===== src/design/acp_pkg.sv =====
// Package for the ANSI CSI cursor/color parser: payload types, codes,
// and small helper functions. No dependencies.
package acp_pkg;

  localparam int unsigned MaxParams  = 32;
  localparam int unsigned CoordBits  = 16;
  localparam int unsigned QueueDepth = 2;

  typedef enum logic [2:0] {
    KIND_CHAR   = 3'd0,
    KIND_ERASED = 3'd1,
    KIND_ERASEL = 3'd2,
    KIND_END    = 3'd3,
    KIND_ERROR  = 3'd4
  } kind_e;

  typedef enum logic [1:0] {
    PH_PLAIN = 2'd0,
    PH_ESC   = 2'd1,
    PH_CSI   = 2'd2
  } phase_e;

  typedef enum logic [1:0] {
    LE_UNKNOWN = 2'd0,
    LE_DOS     = 2'd1,
    LE_UNIX    = 2'd2,
    LE_MAC     = 2'd3
  } line_end_e;

  // Operation classes handed from the front end to the back end
  typedef enum logic [1:0] {
    CL_SKIP  = 2'd0,
    CL_DIGIT = 2'd1,
    CL_SEMI  = 2'd2,
    CL_OTHER = 2'd3
  } class_e;

  typedef struct packed {
    logic [7:0] text_byte;
    logic       is_last;
  } in_item_t;

  typedef struct packed {
    logic [2:0]  kind;
    logic [7:0]  char_code;
    logic [15:0] column;
    logic [15:0] row;
    logic [7:0]  attr_color;
    logic [1:0]  erase_mode;
    logic [15:0] width_seen;
    logic [15:0] height_seen;
  } out_item_t;

  // Byte plus decoded class, as queued between front and back end
  typedef struct packed {
    logic [7:0] text_byte;
    logic       is_last;
    class_e     cls;
  } op_t;

  localparam logic [7:0] ChEsc = 8'h1B;
  localparam logic [7:0] ChEnd = 8'h1A;
  localparam logic [7:0] ChCr  = 8'h0D;
  localparam logic [7:0] ChLf  = 8'h0A;
  localparam logic [CoordBits-1:0] CoordMax = '1;

  function automatic logic [2:0] ansi_to_ega(input logic [2:0] a);
    logic [2:0] r;
    case (a)
      3'd0: r = 3'd0;
      3'd1: r = 3'd4;
      3'd2: r = 3'd2;
      3'd3: r = 3'd6;
      3'd4: r = 3'd1;
      3'd5: r = 3'd5;
      3'd6: r = 3'd3;
      default: r = 3'd7;
    endcase
    return r;
  endfunction

  function automatic logic [15:0] sat_add(input logic [15:0] a, input logic [15:0] b);
    logic [16:0] s;
    s = {1'b0, a} + {1'b0, b};
    return (s > {1'b0, CoordMax}) ? CoordMax : s[15:0];
  endfunction

endpackage


===== src/design/acp_front.sv =====
// Front end: accepts bytes and classifies them for the parameter path.
// Depends on acp_pkg.
module acp_front import acp_pkg::*; (
  input  logic     clk_i,
  input  logic     rst_ni,
  input  in_item_t in_i,
  input  logic     in_valid_i,
  output logic     in_ready_o,
  output op_t      op_o,
  output logic     op_valid_o,
  input  logic     op_ready_i
);
  logic [$clog2(QueueDepth+1)-1:0] cnt_q, cnt_d;
  op_t  buf_q [QueueDepth];
  logic [$clog2(QueueDepth)-1:0] wr_q, rd_q;
  op_t  op_new;
  logic push, pop;

  // classify byte
  always_comb begin
    op_new.text_byte = in_i.text_byte;
    op_new.is_last   = in_i.is_last;
    if (in_i.text_byte >= "0" && in_i.text_byte <= "9") op_new.cls = CL_DIGIT;
    else if (in_i.text_byte == ";") op_new.cls = CL_SEMI;
    else op_new.cls = CL_OTHER;
  end

  assign in_ready_o = (cnt_q != QueueDepth[$bits(cnt_q)-1:0]);
  assign push = in_valid_i && in_ready_o;
  assign op_valid_o = (cnt_q != '0);
  assign pop = op_valid_o && op_ready_i;
  assign op_o = buf_q[rd_q];

  always_comb begin
    cnt_d = cnt_q;
    if (push && !pop) cnt_d = cnt_q + 1'b1;
    else if (!push && pop) cnt_d = cnt_q - 1'b1;
  end

  // advance queue pointers
  always_ff @(posedge clk_i or negedge rst_ni) begin
    if (!rst_ni) begin
      cnt_q <= '0;
      wr_q <= '0;
      rd_q <= '0;
    end else begin
      cnt_q <= cnt_d;
      if (push) wr_q <= wr_q + 1'b1;
      if (pop) rd_q <= rd_q + 1'b1;
    end
  end

  always_ff @(posedge clk_i) begin
    if (push) buf_q[wr_q] <= op_new;
  end

  assert property (@(posedge clk_i) disable iff (!rst_ni)
    cnt_q <= QueueDepth[$bits(cnt_q)-1:0]) else $error("queue overflow");
  assert property (@(posedge clk_i) disable iff (!rst_ni)
    (cnt_q == '0) |-> !pop) else $error("pop from empty queue");
  assert property (@(posedge clk_i) disable iff (!rst_ni)
    (push && !pop) |=> (cnt_q == $past(cnt_q) + 1'b1)) else $error("count slip");
endmodule


===== src/design/acp_back.sv =====
// Back end: carries out cursor, color and CSI state updates per byte.
// Depends on acp_pkg.
module acp_back import acp_pkg::*; (
  input  logic        clk_i,
  input  logic        rst_ni,
  input  logic [15:0] wrap_col_i,
  input  op_t         op_i,
  input  logic        op_valid_i,
  output logic        op_ready_o,
  output out_item_t   res_o,
  output logic        res_valid_o,
  input  logic        res_ready_i
);
  logic [15:0] col_q, col_d, row_q, row_d, scol_q, scol_d, srow_q, srow_d;
  logic [7:0]  color_q, color_d, tcol_q, tcol_d;
  line_end_e   le_q, le_d;
  logic        crh_q, crh_d, stop_q, stop_d, pp_q, pp_d;
  phase_e      ph_q, ph_d;
  logic [5:0]  pidx_q, pidx_d;
  logic [15:0] acc_q, acc_d;
  logic [16:0] p1_q, p1_d, p2_q, p2_d;
  logic [15:0] mw_q, mw_d, mh_q, mh_d;
  out_item_t   out_q, out_n;
  logic        ov_q, emit;
  logic        step;

  assign res_o = out_q;
  assign res_valid_o = ov_q;
  assign op_ready_o = !ov_q || res_ready_i;
  assign step = op_valid_i && op_ready_o;

  // process one byte
  always_comb begin
    logic [7:0]  b;
    logic [19:0] mul;
    logic [16:0] fp;
    logic [15:0] n, n2;
    b = op_i.text_byte;
    col_d = col_q; row_d = row_q; scol_d = scol_q; srow_d = srow_q;
    color_d = color_q; tcol_d = tcol_q; le_d = le_q; crh_d = crh_q;
    stop_d = stop_q; pp_d = pp_q; ph_d = ph_q; pidx_d = pidx_q;
    acc_d = acc_q; p1_d = p1_q; p2_d = p2_q; mw_d = mw_q; mh_d = mh_q;
    emit = 1'b0;
    out_n = '0;
    mul = '0; fp = '0; n = '0; n2 = '0;
    if (!stop_q) begin
      // resolve held CR
      if (crh_q) begin
        crh_d = 1'b0;
        le_d = (b == ChLf) ? LE_DOS : LE_MAC;
        col_d = '0;
        if (le_d == LE_MAC) row_d = sat_add(row_d, 16'd1);
        if (wrap_col_i != '0 && col_d >= wrap_col_i) begin
          col_d = '0; row_d = sat_add(row_d, 16'd1);
        end
      end
      if (ph_q == PH_ESC && b == "[") begin
        ph_d = PH_CSI; pidx_d = '0; acc_d = '0; pp_d = 1'b0;
        p1_d = '0; p2_d = '0; tcol_d = color_q;
      end else if (ph_q == PH_CSI && op_i.cls == CL_DIGIT) begin
        mul = {4'd0, acc_q} * 20'd10 + {16'd0, b[3:0]};
        acc_d = (mul > 20'hFFFF) ? 16'hFFFF : mul[15:0];
        pp_d = 1'b1;
      end else if (ph_q == PH_CSI && op_i.cls == CL_SEMI &&
                   (!pp_q || ({1'b0, pidx_q} + 7'd1 >= 7'(MaxParams)))) begin
        stop_d = 1'b1; ph_d = PH_PLAIN; emit = 1'b1;
        out_n.kind = KIND_ERROR;
      end else if (ph_q == PH_CSI) begin
        // finish parameter: record and apply SGR
        fp = pp_q ? {1'b1, acc_q} : 17'd0;
        if (pp_q) begin
          if (acc_q == 16'd0) tcol_d = 8'd7;
          else if (acc_q == 16'd1) tcol_d = tcol_q | 8'd8;
          else if (acc_q == 16'd5) tcol_d = tcol_q | 8'd128;
          else if (acc_q >= 16'd30 && acc_q <= 16'd37)
            tcol_d = (tcol_q & 8'd248) | {5'd0, ansi_to_ega(acc_q[2:0] - 3'd6)};
          else if (acc_q >= 16'd40 && acc_q <= 16'd47)
            tcol_d = (tcol_q & 8'd143) | {1'b0, ansi_to_ega(acc_q[2:0]), 4'd0};
        end
        if (pidx_q == 6'd0) p1_d = fp;
        else if (pidx_q == 6'd1) p2_d = fp;
        if (op_i.cls == CL_SEMI) begin
          pidx_d = pidx_q + 6'd1; acc_d = '0; pp_d = 1'b0;
        end else begin
          ph_d = PH_PLAIN;
          n  = (p1_d[16] && p1_d[15:0] != '0) ? p1_d[15:0] : 16'd1;
          n2 = (p2_d[16] && p2_d[15:0] != '0) ? p2_d[15:0] : 16'd1;
          case (b)
            "m": color_d = tcol_d;
            "s": begin scol_d = col_d; srow_d = row_d; end
            "u": begin col_d = scol_q; row_d = srow_q; end
            "J", "K": begin
              emit = 1'b1;
              out_n.kind = (b == "J") ? KIND_ERASED : KIND_ERASEL;
              out_n.erase_mode = !p1_d[16] ? 2'd0 :
                                 (p1_d[15:0] > 16'd2) ? 2'd2 : p1_d[1:0];
            end
            "A", "F": begin
              if (b == "F") col_d = '0;
              row_d = (row_d >= n) ? row_d - n : '0;
            end
            "B", "E": begin
              if (b == "E") col_d = '0;
              row_d = sat_add(row_d, n);
            end
            "C": col_d = sat_add(col_d, n);
            "D": col_d = (col_d >= n) ? col_d - n : '0;
            "G": col_d = n - 16'd1;
            "H", "f": begin row_d = n - 16'd1; col_d = n2 - 16'd1; end
            default: ;
          endcase
        end
      end else if (ph_q == PH_PLAIN && b == ChCr) begin
        if (le_d == LE_UNKNOWN) crh_d = 1'b1;
        else begin
          col_d = '0;
          if (le_d == LE_MAC) row_d = sat_add(row_d, 16'd1);
        end
      end else if (ph_q == PH_PLAIN && b == ChLf) begin
        if (le_d == LE_UNKNOWN) le_d = LE_UNIX;
        if (le_d == LE_UNIX) col_d = '0;
        row_d = sat_add(row_d, 16'd1);
      end else if (ph_q == PH_PLAIN && b == ChEnd) begin
        stop_d = 1'b1; emit = 1'b1; out_n.kind = KIND_END;
      end else if (ph_q == PH_PLAIN && b == ChEsc) begin
        le_d = LE_DOS; ph_d = PH_ESC;
      end else begin
        // place character
        ph_d = PH_PLAIN;
        if (sat_add(col_d, 16'd1) > mw_q) mw_d = sat_add(col_d, 16'd1);
        if (sat_add(row_d, 16'd1) > mh_q) mh_d = sat_add(row_d, 16'd1);
        emit = 1'b1; out_n.kind = KIND_CHAR; out_n.char_code = b;
        out_n.column = col_d; out_n.row = row_d;
        col_d = sat_add(col_d, 16'd1);
      end
      out_n.attr_color = color_d;
      if (out_n.kind != KIND_CHAR) begin
        out_n.column = col_d; out_n.row = row_d;
      end
      out_n.width_seen = mw_d; out_n.height_seen = mh_d;
      if (!stop_d && wrap_col_i != '0 && col_d >= wrap_col_i) begin
        col_d = '0; row_d = sat_add(row_d, 16'd1);
      end
    end
  end

  // commit state
  always_ff @(posedge clk_i or negedge rst_ni) begin
    if (!rst_ni) begin
      col_q <= '0; row_q <= '0; scol_q <= '0; srow_q <= '0;
      color_q <= 8'd7; tcol_q <= 8'd7; le_q <= LE_UNKNOWN; crh_q <= 1'b0;
      ph_q <= PH_PLAIN; pidx_q <= '0; acc_q <= '0; pp_q <= 1'b0;
      p1_q <= '0; p2_q <= '0; stop_q <= 1'b0; mw_q <= '0; mh_q <= '0;
      ov_q <= 1'b0;
    end else begin
      ov_q <= (step && emit) || (ov_q && !res_ready_i);
      if (step) begin
        if (op_i.is_last) begin
          col_q <= '0; row_q <= '0; scol_q <= '0; srow_q <= '0;
          color_q <= 8'd7; tcol_q <= 8'd7; le_q <= LE_UNKNOWN; crh_q <= 1'b0;
          ph_q <= PH_PLAIN; pidx_q <= '0; acc_q <= '0; pp_q <= 1'b0;
          p1_q <= '0; p2_q <= '0; stop_q <= 1'b0; mw_q <= '0; mh_q <= '0;
        end else begin
          col_q <= col_d; row_q <= row_d; scol_q <= scol_d; srow_q <= srow_d;
          color_q <= color_d; tcol_q <= tcol_d; le_q <= le_d; crh_q <= crh_d;
          ph_q <= ph_d; pidx_q <= pidx_d; acc_q <= acc_d; pp_q <= pp_d;
          p1_q <= p1_d; p2_q <= p2_d; stop_q <= stop_d; mw_q <= mw_d; mh_q <= mh_d;
        end
      end
    end
  end

  always_ff @(posedge clk_i) begin
    if (step && emit) out_q <= out_n;
  end

  assert property (@(posedge clk_i) disable iff (!rst_ni)
    (ov_q && !res_ready_i) |-> !step) else $error("result overwritten");
  assert property (@(posedge clk_i) disable iff (!rst_ni)
    (step && stop_q) |-> !emit) else $error("output while stopped");
  assert property (@(posedge clk_i) disable iff (!rst_ni)
    crh_q |-> (le_q == LE_UNKNOWN)) else $error("CR held with known style");
endmodule


===== src/design/ansi_csi_cursor_color_parser.sv =====
// Top level of the ANSI CSI cursor/color parser.
// Depends on acp_pkg, acp_front, acp_back.
//
//  channel  | handshake   | payload
//  input    | push / full | in_item_i  (text_byte, is_last)
//  result   | pop / empty | out_item_o (kind .. height_seen)
//  config   | cfg_we_i    | cfg_wdata_i (wrap column)
//
// One byte per cycle sustained while results are popped; the back end updates all its state per byte.
// A byte is written into the front-end queue; its result is registered in the back end when it takes the byte.
// Reset empties the queue and clears all parser state; the wrap column resets to 0.
// A stalled result holds the back end; the queue then absorbs up to two more bytes.
module ansi_csi_cursor_color_parser import acp_pkg::*; (
  input  logic        clk_i,
  input  logic        rst_ni,
  input  in_item_t    in_item_i,
  input  logic        push,
  output logic        full,
  output out_item_t   out_item_o,
  output logic        empty,
  input  logic        pop,
  input  logic        cfg_we_i,
  input  logic [15:0] cfg_wdata_i
);
  logic [15:0] wrap_q;
  op_t  op;
  logic op_valid, op_ready, in_ready, res_valid;

  // hold the wrap column register
  always_ff @(posedge clk_i or negedge rst_ni) begin
    if (!rst_ni) wrap_q <= '0;
    else if (cfg_we_i) wrap_q <= cfg_wdata_i;
  end

  assign full  = !in_ready;
  assign empty = !res_valid;

  acp_front u_front (
    .clk_i, .rst_ni, .in_i(in_item_i), .in_valid_i(push), .in_ready_o(in_ready),
    .op_o(op), .op_valid_o(op_valid), .op_ready_i(op_ready)
  );

  acp_back u_back (
    .clk_i, .rst_ni, .wrap_col_i(wrap_q), .op_i(op), .op_valid_i(op_valid),
    .op_ready_o(op_ready), .res_o(out_item_o), .res_valid_o(res_valid),
    .res_ready_i(pop)
  );
endmodule

===== config.mk =====
export PLATFORM = sky130hd
export DESIGN_NAME = ansi_csi_cursor_color_parser
export DESIGN_NICKNAME = d
export VERILOG_FILES = /design/src/design/acp_pkg.sv /design/src/design/acp_front.sv /design/src/design/acp_back.sv /design/src/design/ansi_csi_cursor_color_parser.sv
export SDC_FILE = /design/constraint.sdc
export NUM_CORES = 1
export LEC_CHECK = 0
export BUFFER_PORTS_ARGS = -buffer_cell sky130_fd_sc_hd__buf_2
export CAP_MARGIN = 20
export CORE_MARGIN = 1
export CORE_UTILIZATION = 44
export CTS_CLUSTER_SIZE = 24
export DETAILED_ROUTE_END_ITERATION = 8
export GPL_TIMING_DRIVEN = 0
export HOLD_SLACK_MARGIN = 0.02
export PLACE_DENSITY = 0.59
export SYNTH_ARGS = -nofsm -noshare
export SYNTH_HDL_FRONTEND = slang
export SYNTH_HIERARCHICAL = 1
export SYNTH_SLANG_ARGS = --single-unit

===== constraint.sdc =====
create_clock -name clk_i -period 12.1 [get_ports clk_i]
set_input_delay 2.42 -clock clk_i [delete_from_list [all_inputs] [get_ports clk_i]]
set_output_delay 2.42 -clock clk_i [all_outputs]
set_load 0.02 [all_outputs]

==> impl_metrics.py <==
metrics = {
    "synthesis": {
        "synth_area_sq_um": 24400,
        "synth_edf_count": 107,
        "synth_warnings": 6,
        "yosysUniqueCellTypes": 116,
        "synthArstFlopShare_pct": 64.7,
        "synth-main-ff-cell": "dfrtp_1",
        "syn_inst": 2866,
        "synth_area_per_cell_sq_um": 8.50,
        "yosysSeqAreaShare_pct": 33.3,
        "synth_fp_nets": 3062,
        "synth_seq_cells": 303,
    },
    "layout": {
        "fin_util_pct": 50.5,
        "nets": 3242,
        "diodes": 0,
        "drive_gt1_share_pct": 10.3,
        "final_cells": 3772,
        "area_growth_pct": 12.3,
    },
    "setup_path": {
        "reg2regPathDepth": 41,
        "r2r_slack_ns": 0.32,
        "critPathArrivalTime_ns": 12.27,
        "cp.required_ns": 12.59,
        "cp_max_fo": 10,
        "startpoint_type": "register",
        "max_stage_delay_ns": 0.97,
        "path_depth": 41,
        "endpoint": "u_back/row_q[0]$_DFFE_PN0P_",
        "r2r_start": "u_back/pidx_q[4]$_DFFE_PN0P_",
        "slowest_stage": "o311ai_0",
        "cp-end-kind": "register",
        "crit_top_cell": "a21o_1",
        "cp_num_buf_inv": 5,
        "critical_path_class": "reg2reg",
        "worstReg2RegEnd": "u_back/row_q[0]$_DFFE_PN0P_",
        "critPathTopFamily": "compound AO/OA/AOI/OAI gates",
        "crit_start": "u_back/pidx_q[4]$_DFFE_PN0P_",
    },
    "global_routing": {
        "grt_max_degree": 86,
        "grt_pass1_vias": 23400,
        "antenna_found_initial": 1,
        "grt_overflow": 0,
        "grt_use_met1_pct": 46.3,
        "grt_pass1_wl_mm": 149,
        "use_met2_pct": 55.6,
        "grt-busiest-layer": "met2",
        "met3_usage_pct": 5.79,
        "grt_use_total_pct": 35.1,
    },
    "placement": {
        "place_ws_ns": 0.378,
        "dp_cells": 3696,
        "post-dp-hpwl_mm": 79.5,
        "port_buffers": 115,
        "place_congestion": 1.04,
    },
    "die": {
        "ios": 117,
        "initial_core_util_pct": 44.9,
        "die_y_um": 237,
        "rows": 85,
        "core_area_sq_um": 54200,
        "die_area_sq_um": 56300,
        "die_w_um": 237,
    },
    "detailed_routing": {
        "first_pass_iters": 7,
        "detail-route-antenna-nets": 0,
        "finalWirelength_mm": 101,
        "drc": 0,
        "vias": 24700,
        "post_drt_wl_per_cell_um": 26.7,
        "first_iter_violations": 3057,
        "post_drt_via_cell_ratio": 6.55,
    },
    "min_path": {
        "whs_path_depth": 2,
        "hold_class": "reg2reg",
    },
    "sta": {
        "setup_viol": 0,
        "tightest_slew_ns": 1.26,
        "clock.fmax_ghz": 0.0849,
        "hold_viol_final": 0,
        "hold_slack_ns": 0.484,
        "skew_ns": 0.0388,
        "post-route-period-util_pct": 97.3,
        "fin_ws_ns": 0.324,
        "rsz0062_at_grt": "false",
        "relSlewSlack_pct": 13.9,
        "maxSlewViolCount": 0,
        "period_needed_ns": 11.78,
    },
    "clock_tree": {
        "clock_path_buffers": 3,
        "cts_buffers": 38,
        "worstSkewPairLatency_ns": 0.61,
        "cts-root-buf": "clkbuf_16",
        "cts_tree": "yes",
        "cts_htree_levels": 2,
        "hold_buffers": 0,
        "clock_sinks": 303,
        "clk_pin_slew_ns": 0.07,
    },
    "power_and_ir_drop": {
        "seqPwrFrac_pct": 32.8,
        "p_clk_share_pct": 28.1,
        "ir_drop_mv": 0.117,
        "p_leak_nw": 12.1,
        "swShare_pct": 40.9,
        "p_sw_mw": 1.70,
        "power.internal_mw": 2.46,
        "power.share.combinational_pct": 39.1,
        "p_per_area_nw_per_um2": 152,
        "total_power_mw": 4.17,
    },
    "job": {
        "max-cap-violations": 0,
    },
    "status": {
        "status": "finished clean",
    },
}
==> cells by family (layout without fill, tap and decap cells) <==
kind of cell / count (synthesis) / in the layout / share of synthesized area (%)
compound gates: 898 / 898 / 25.5
flops: 303 / 303 / 33.3
simple gates: 995 / 995 / 20.4
mux: 69 / 69 / 3.16
fa+ha+maj: 167 / 167 / 8.75
xor+xnor: 94 / 94 / 3.38
buf+inv: 340 / 550 / 5.49
==> cell type report <==
cell class                 instances  area (sq um)
clock inverter                    18           218
sequential                       303          8130
buffer                           163           674
clock buffer                      52          1040
fill                            5246         26900
inverter                         177           664
tap                              696           871
multi-input combinational       2223         14900
timing repair buffer             140           855
==> cell usage after synthesis (all sizes together) (19+ instances only) <==
cell | n | area share [%]
o31ai | 49 | 1.5
o211ai | 23 | 0.73
nor2 | 240 | 3.8
nand2b | 44 | 1.2
nand4 | 41 | 1.1
mux2 | 31 | 1.6
nor4 | 39 | 1.1
inv | 177 | 2.7
nor2b | 32 | 0.82
ha | 160 | 8.2
a311oi | 26 | 0.93
and3 | 26 | 0.67
xnor2 | 67 | 2.4
nand2 | 318 | 4.9
a31oi | 27 | 0.69
xor2 | 27 | 0.97
a21o | 43 | 1.3
a22o | 58 | 2.1
edfxtp | 107 | 13
o22ai | 46 | 1.2
or2 | 19 | 0.50
dfrtp | 190 | 20
and2 | 38 | 0.98
a221oi | 37 | 1.4
mux2i | 38 | 1.6
a32o | 23 | 0.94
nand3 | 62 | 1.3
buf | 23 | 0.61
o21ai | 215 | 4.5
nor3 | 57 | 1.3
a21oi | 157 | 3.3
clkbuf | 140 | 2.2
==> state kept, by name (all words and copies together) (netlist names), 17 cells and up <==
name and flops:
u_back/p1_q 17, u_back/p2_q 17, u_back/res_o 85, u_front/buf_q 22
==> stage by stage <==
stage	TNS (ns)	instance area [sq um]
after floorplan	0	24400
after global placement	-257.09	25800
after detailed placement	0	26100
after CTS	0	27300
after global routing	0	27400
final	0	27400
==> tightest hold or removal path: stages (launching register included) <==
cell,delay [ns]
dfrtp_1,0.34
nand2_1,0.05
o31ai_1,0.06
==> placed cells by master (no fill, tap or decap), types with 17 or more instances in the layout <==
| master | synthesis | layout |
|---|---|---|
| nand4_1 | 41 | 41 |
| a32o_1 | 23 | 23 |
| o211ai_1 | 22 | 22 |
| mux2i_1 | 37 | 37 |
| clkbuf_1 | 139 | 149 |
| edfxtp_1 | 107 | 107 |
| a22o_1 | 58 | 58 |
| xor2_1 | 27 | 27 |
| nand2_1 | 317 | 317 |
| nand3_1 | 62 | 62 |
| inv_1 | 174 | 174 |
| dfrtp_1 | 190 | 190 |
| nand2b_1 | 43 | 43 |
| a31oi_1 | 27 | 27 |
| nor4_1 | 36 | 36 |
| nor3_1 | 53 | 53 |
| a311oi_1 | 26 | 25 |
| a221oi_1 | 36 | 36 |
| o22ai_1 | 46 | 46 |
| buf_2 | 12 | 133 |
| xnor2_1 | 67 | 67 |
| ha_1 | 160 | 160 |
| nor2b_1 | 32 | 32 |
| and2_1 | 37 | 37 |
| a22oi_1 | 17 | 17 |
| clkbuf_16 | 0 | 38 |
| a21oi_1 | 155 | 154 |
| o221ai_1 | 18 | 18 |
| a21o_1 | 43 | 43 |
| nor2_1 | 237 | 237 |
| mux2_2 | 21 | 21 |
| and3_1 | 26 | 26 |
| o21ai_0 | 204 | 204 |
| o31ai_1 | 49 | 49 |
==> worst min-delay path by stage <==
stage	start	end	slack, ns
after floorplan	u_back/srow_q[12]$_DFFE_PN0P_	u_back/srow_q[12]$_DFFE_PN0P_	0.45
after global placement	u_back/p2_q[10]$_DFFE_PN0P_	u_back/p2_q[10]$_DFFE_PN0P_	0.46
after detailed placement	u_back/srow_q[15]$_DFFE_PN0P_	u_back/srow_q[15]$_DFFE_PN0P_	0.47
after CTS	u_back/srow_q[15]$_DFFE_PN0P_	u_back/srow_q[15]$_DFFE_PN0P_	0.48
after global routing	u_back/scol_q[6]$_DFFE_PN0P_	u_back/scol_q[6]$_DFFE_PN0P_	0.50
final	u_back/p2_q[7]$_DFFE_PN0P_	u_back/p2_q[7]$_DFFE_PN0P_	0.48
==> metal layers <==
layer	routed length (um)	vias up	share of wire, %
met5	0	-	0
met4	5910	0	5.9
met3	8860	278	8.8
met2	44700	1394	44
met1	41100	12000	41
li1	-	11000	-
==> what timing repair did <==
item                                    4_1_cts  5_1_grt
hold endpoints to repair                      0        0
buffers inserted                              0        3
gates resized for setup                       0        1
endpoints found under the setup margin        0       19
==> power by group through the flow <==
stage	Sequential, mW	Combinational [mW]	Clock, mW
floorplan	1.58	0.812	0
global placement	1.45	1.54	0
detailed placement	1.39	1.60	0
CTS	1.37	1.60	1.19
global route	1.38	1.73	1.22
finish	1.37	1.63	1.17
(Power assumes the default switching activity.)
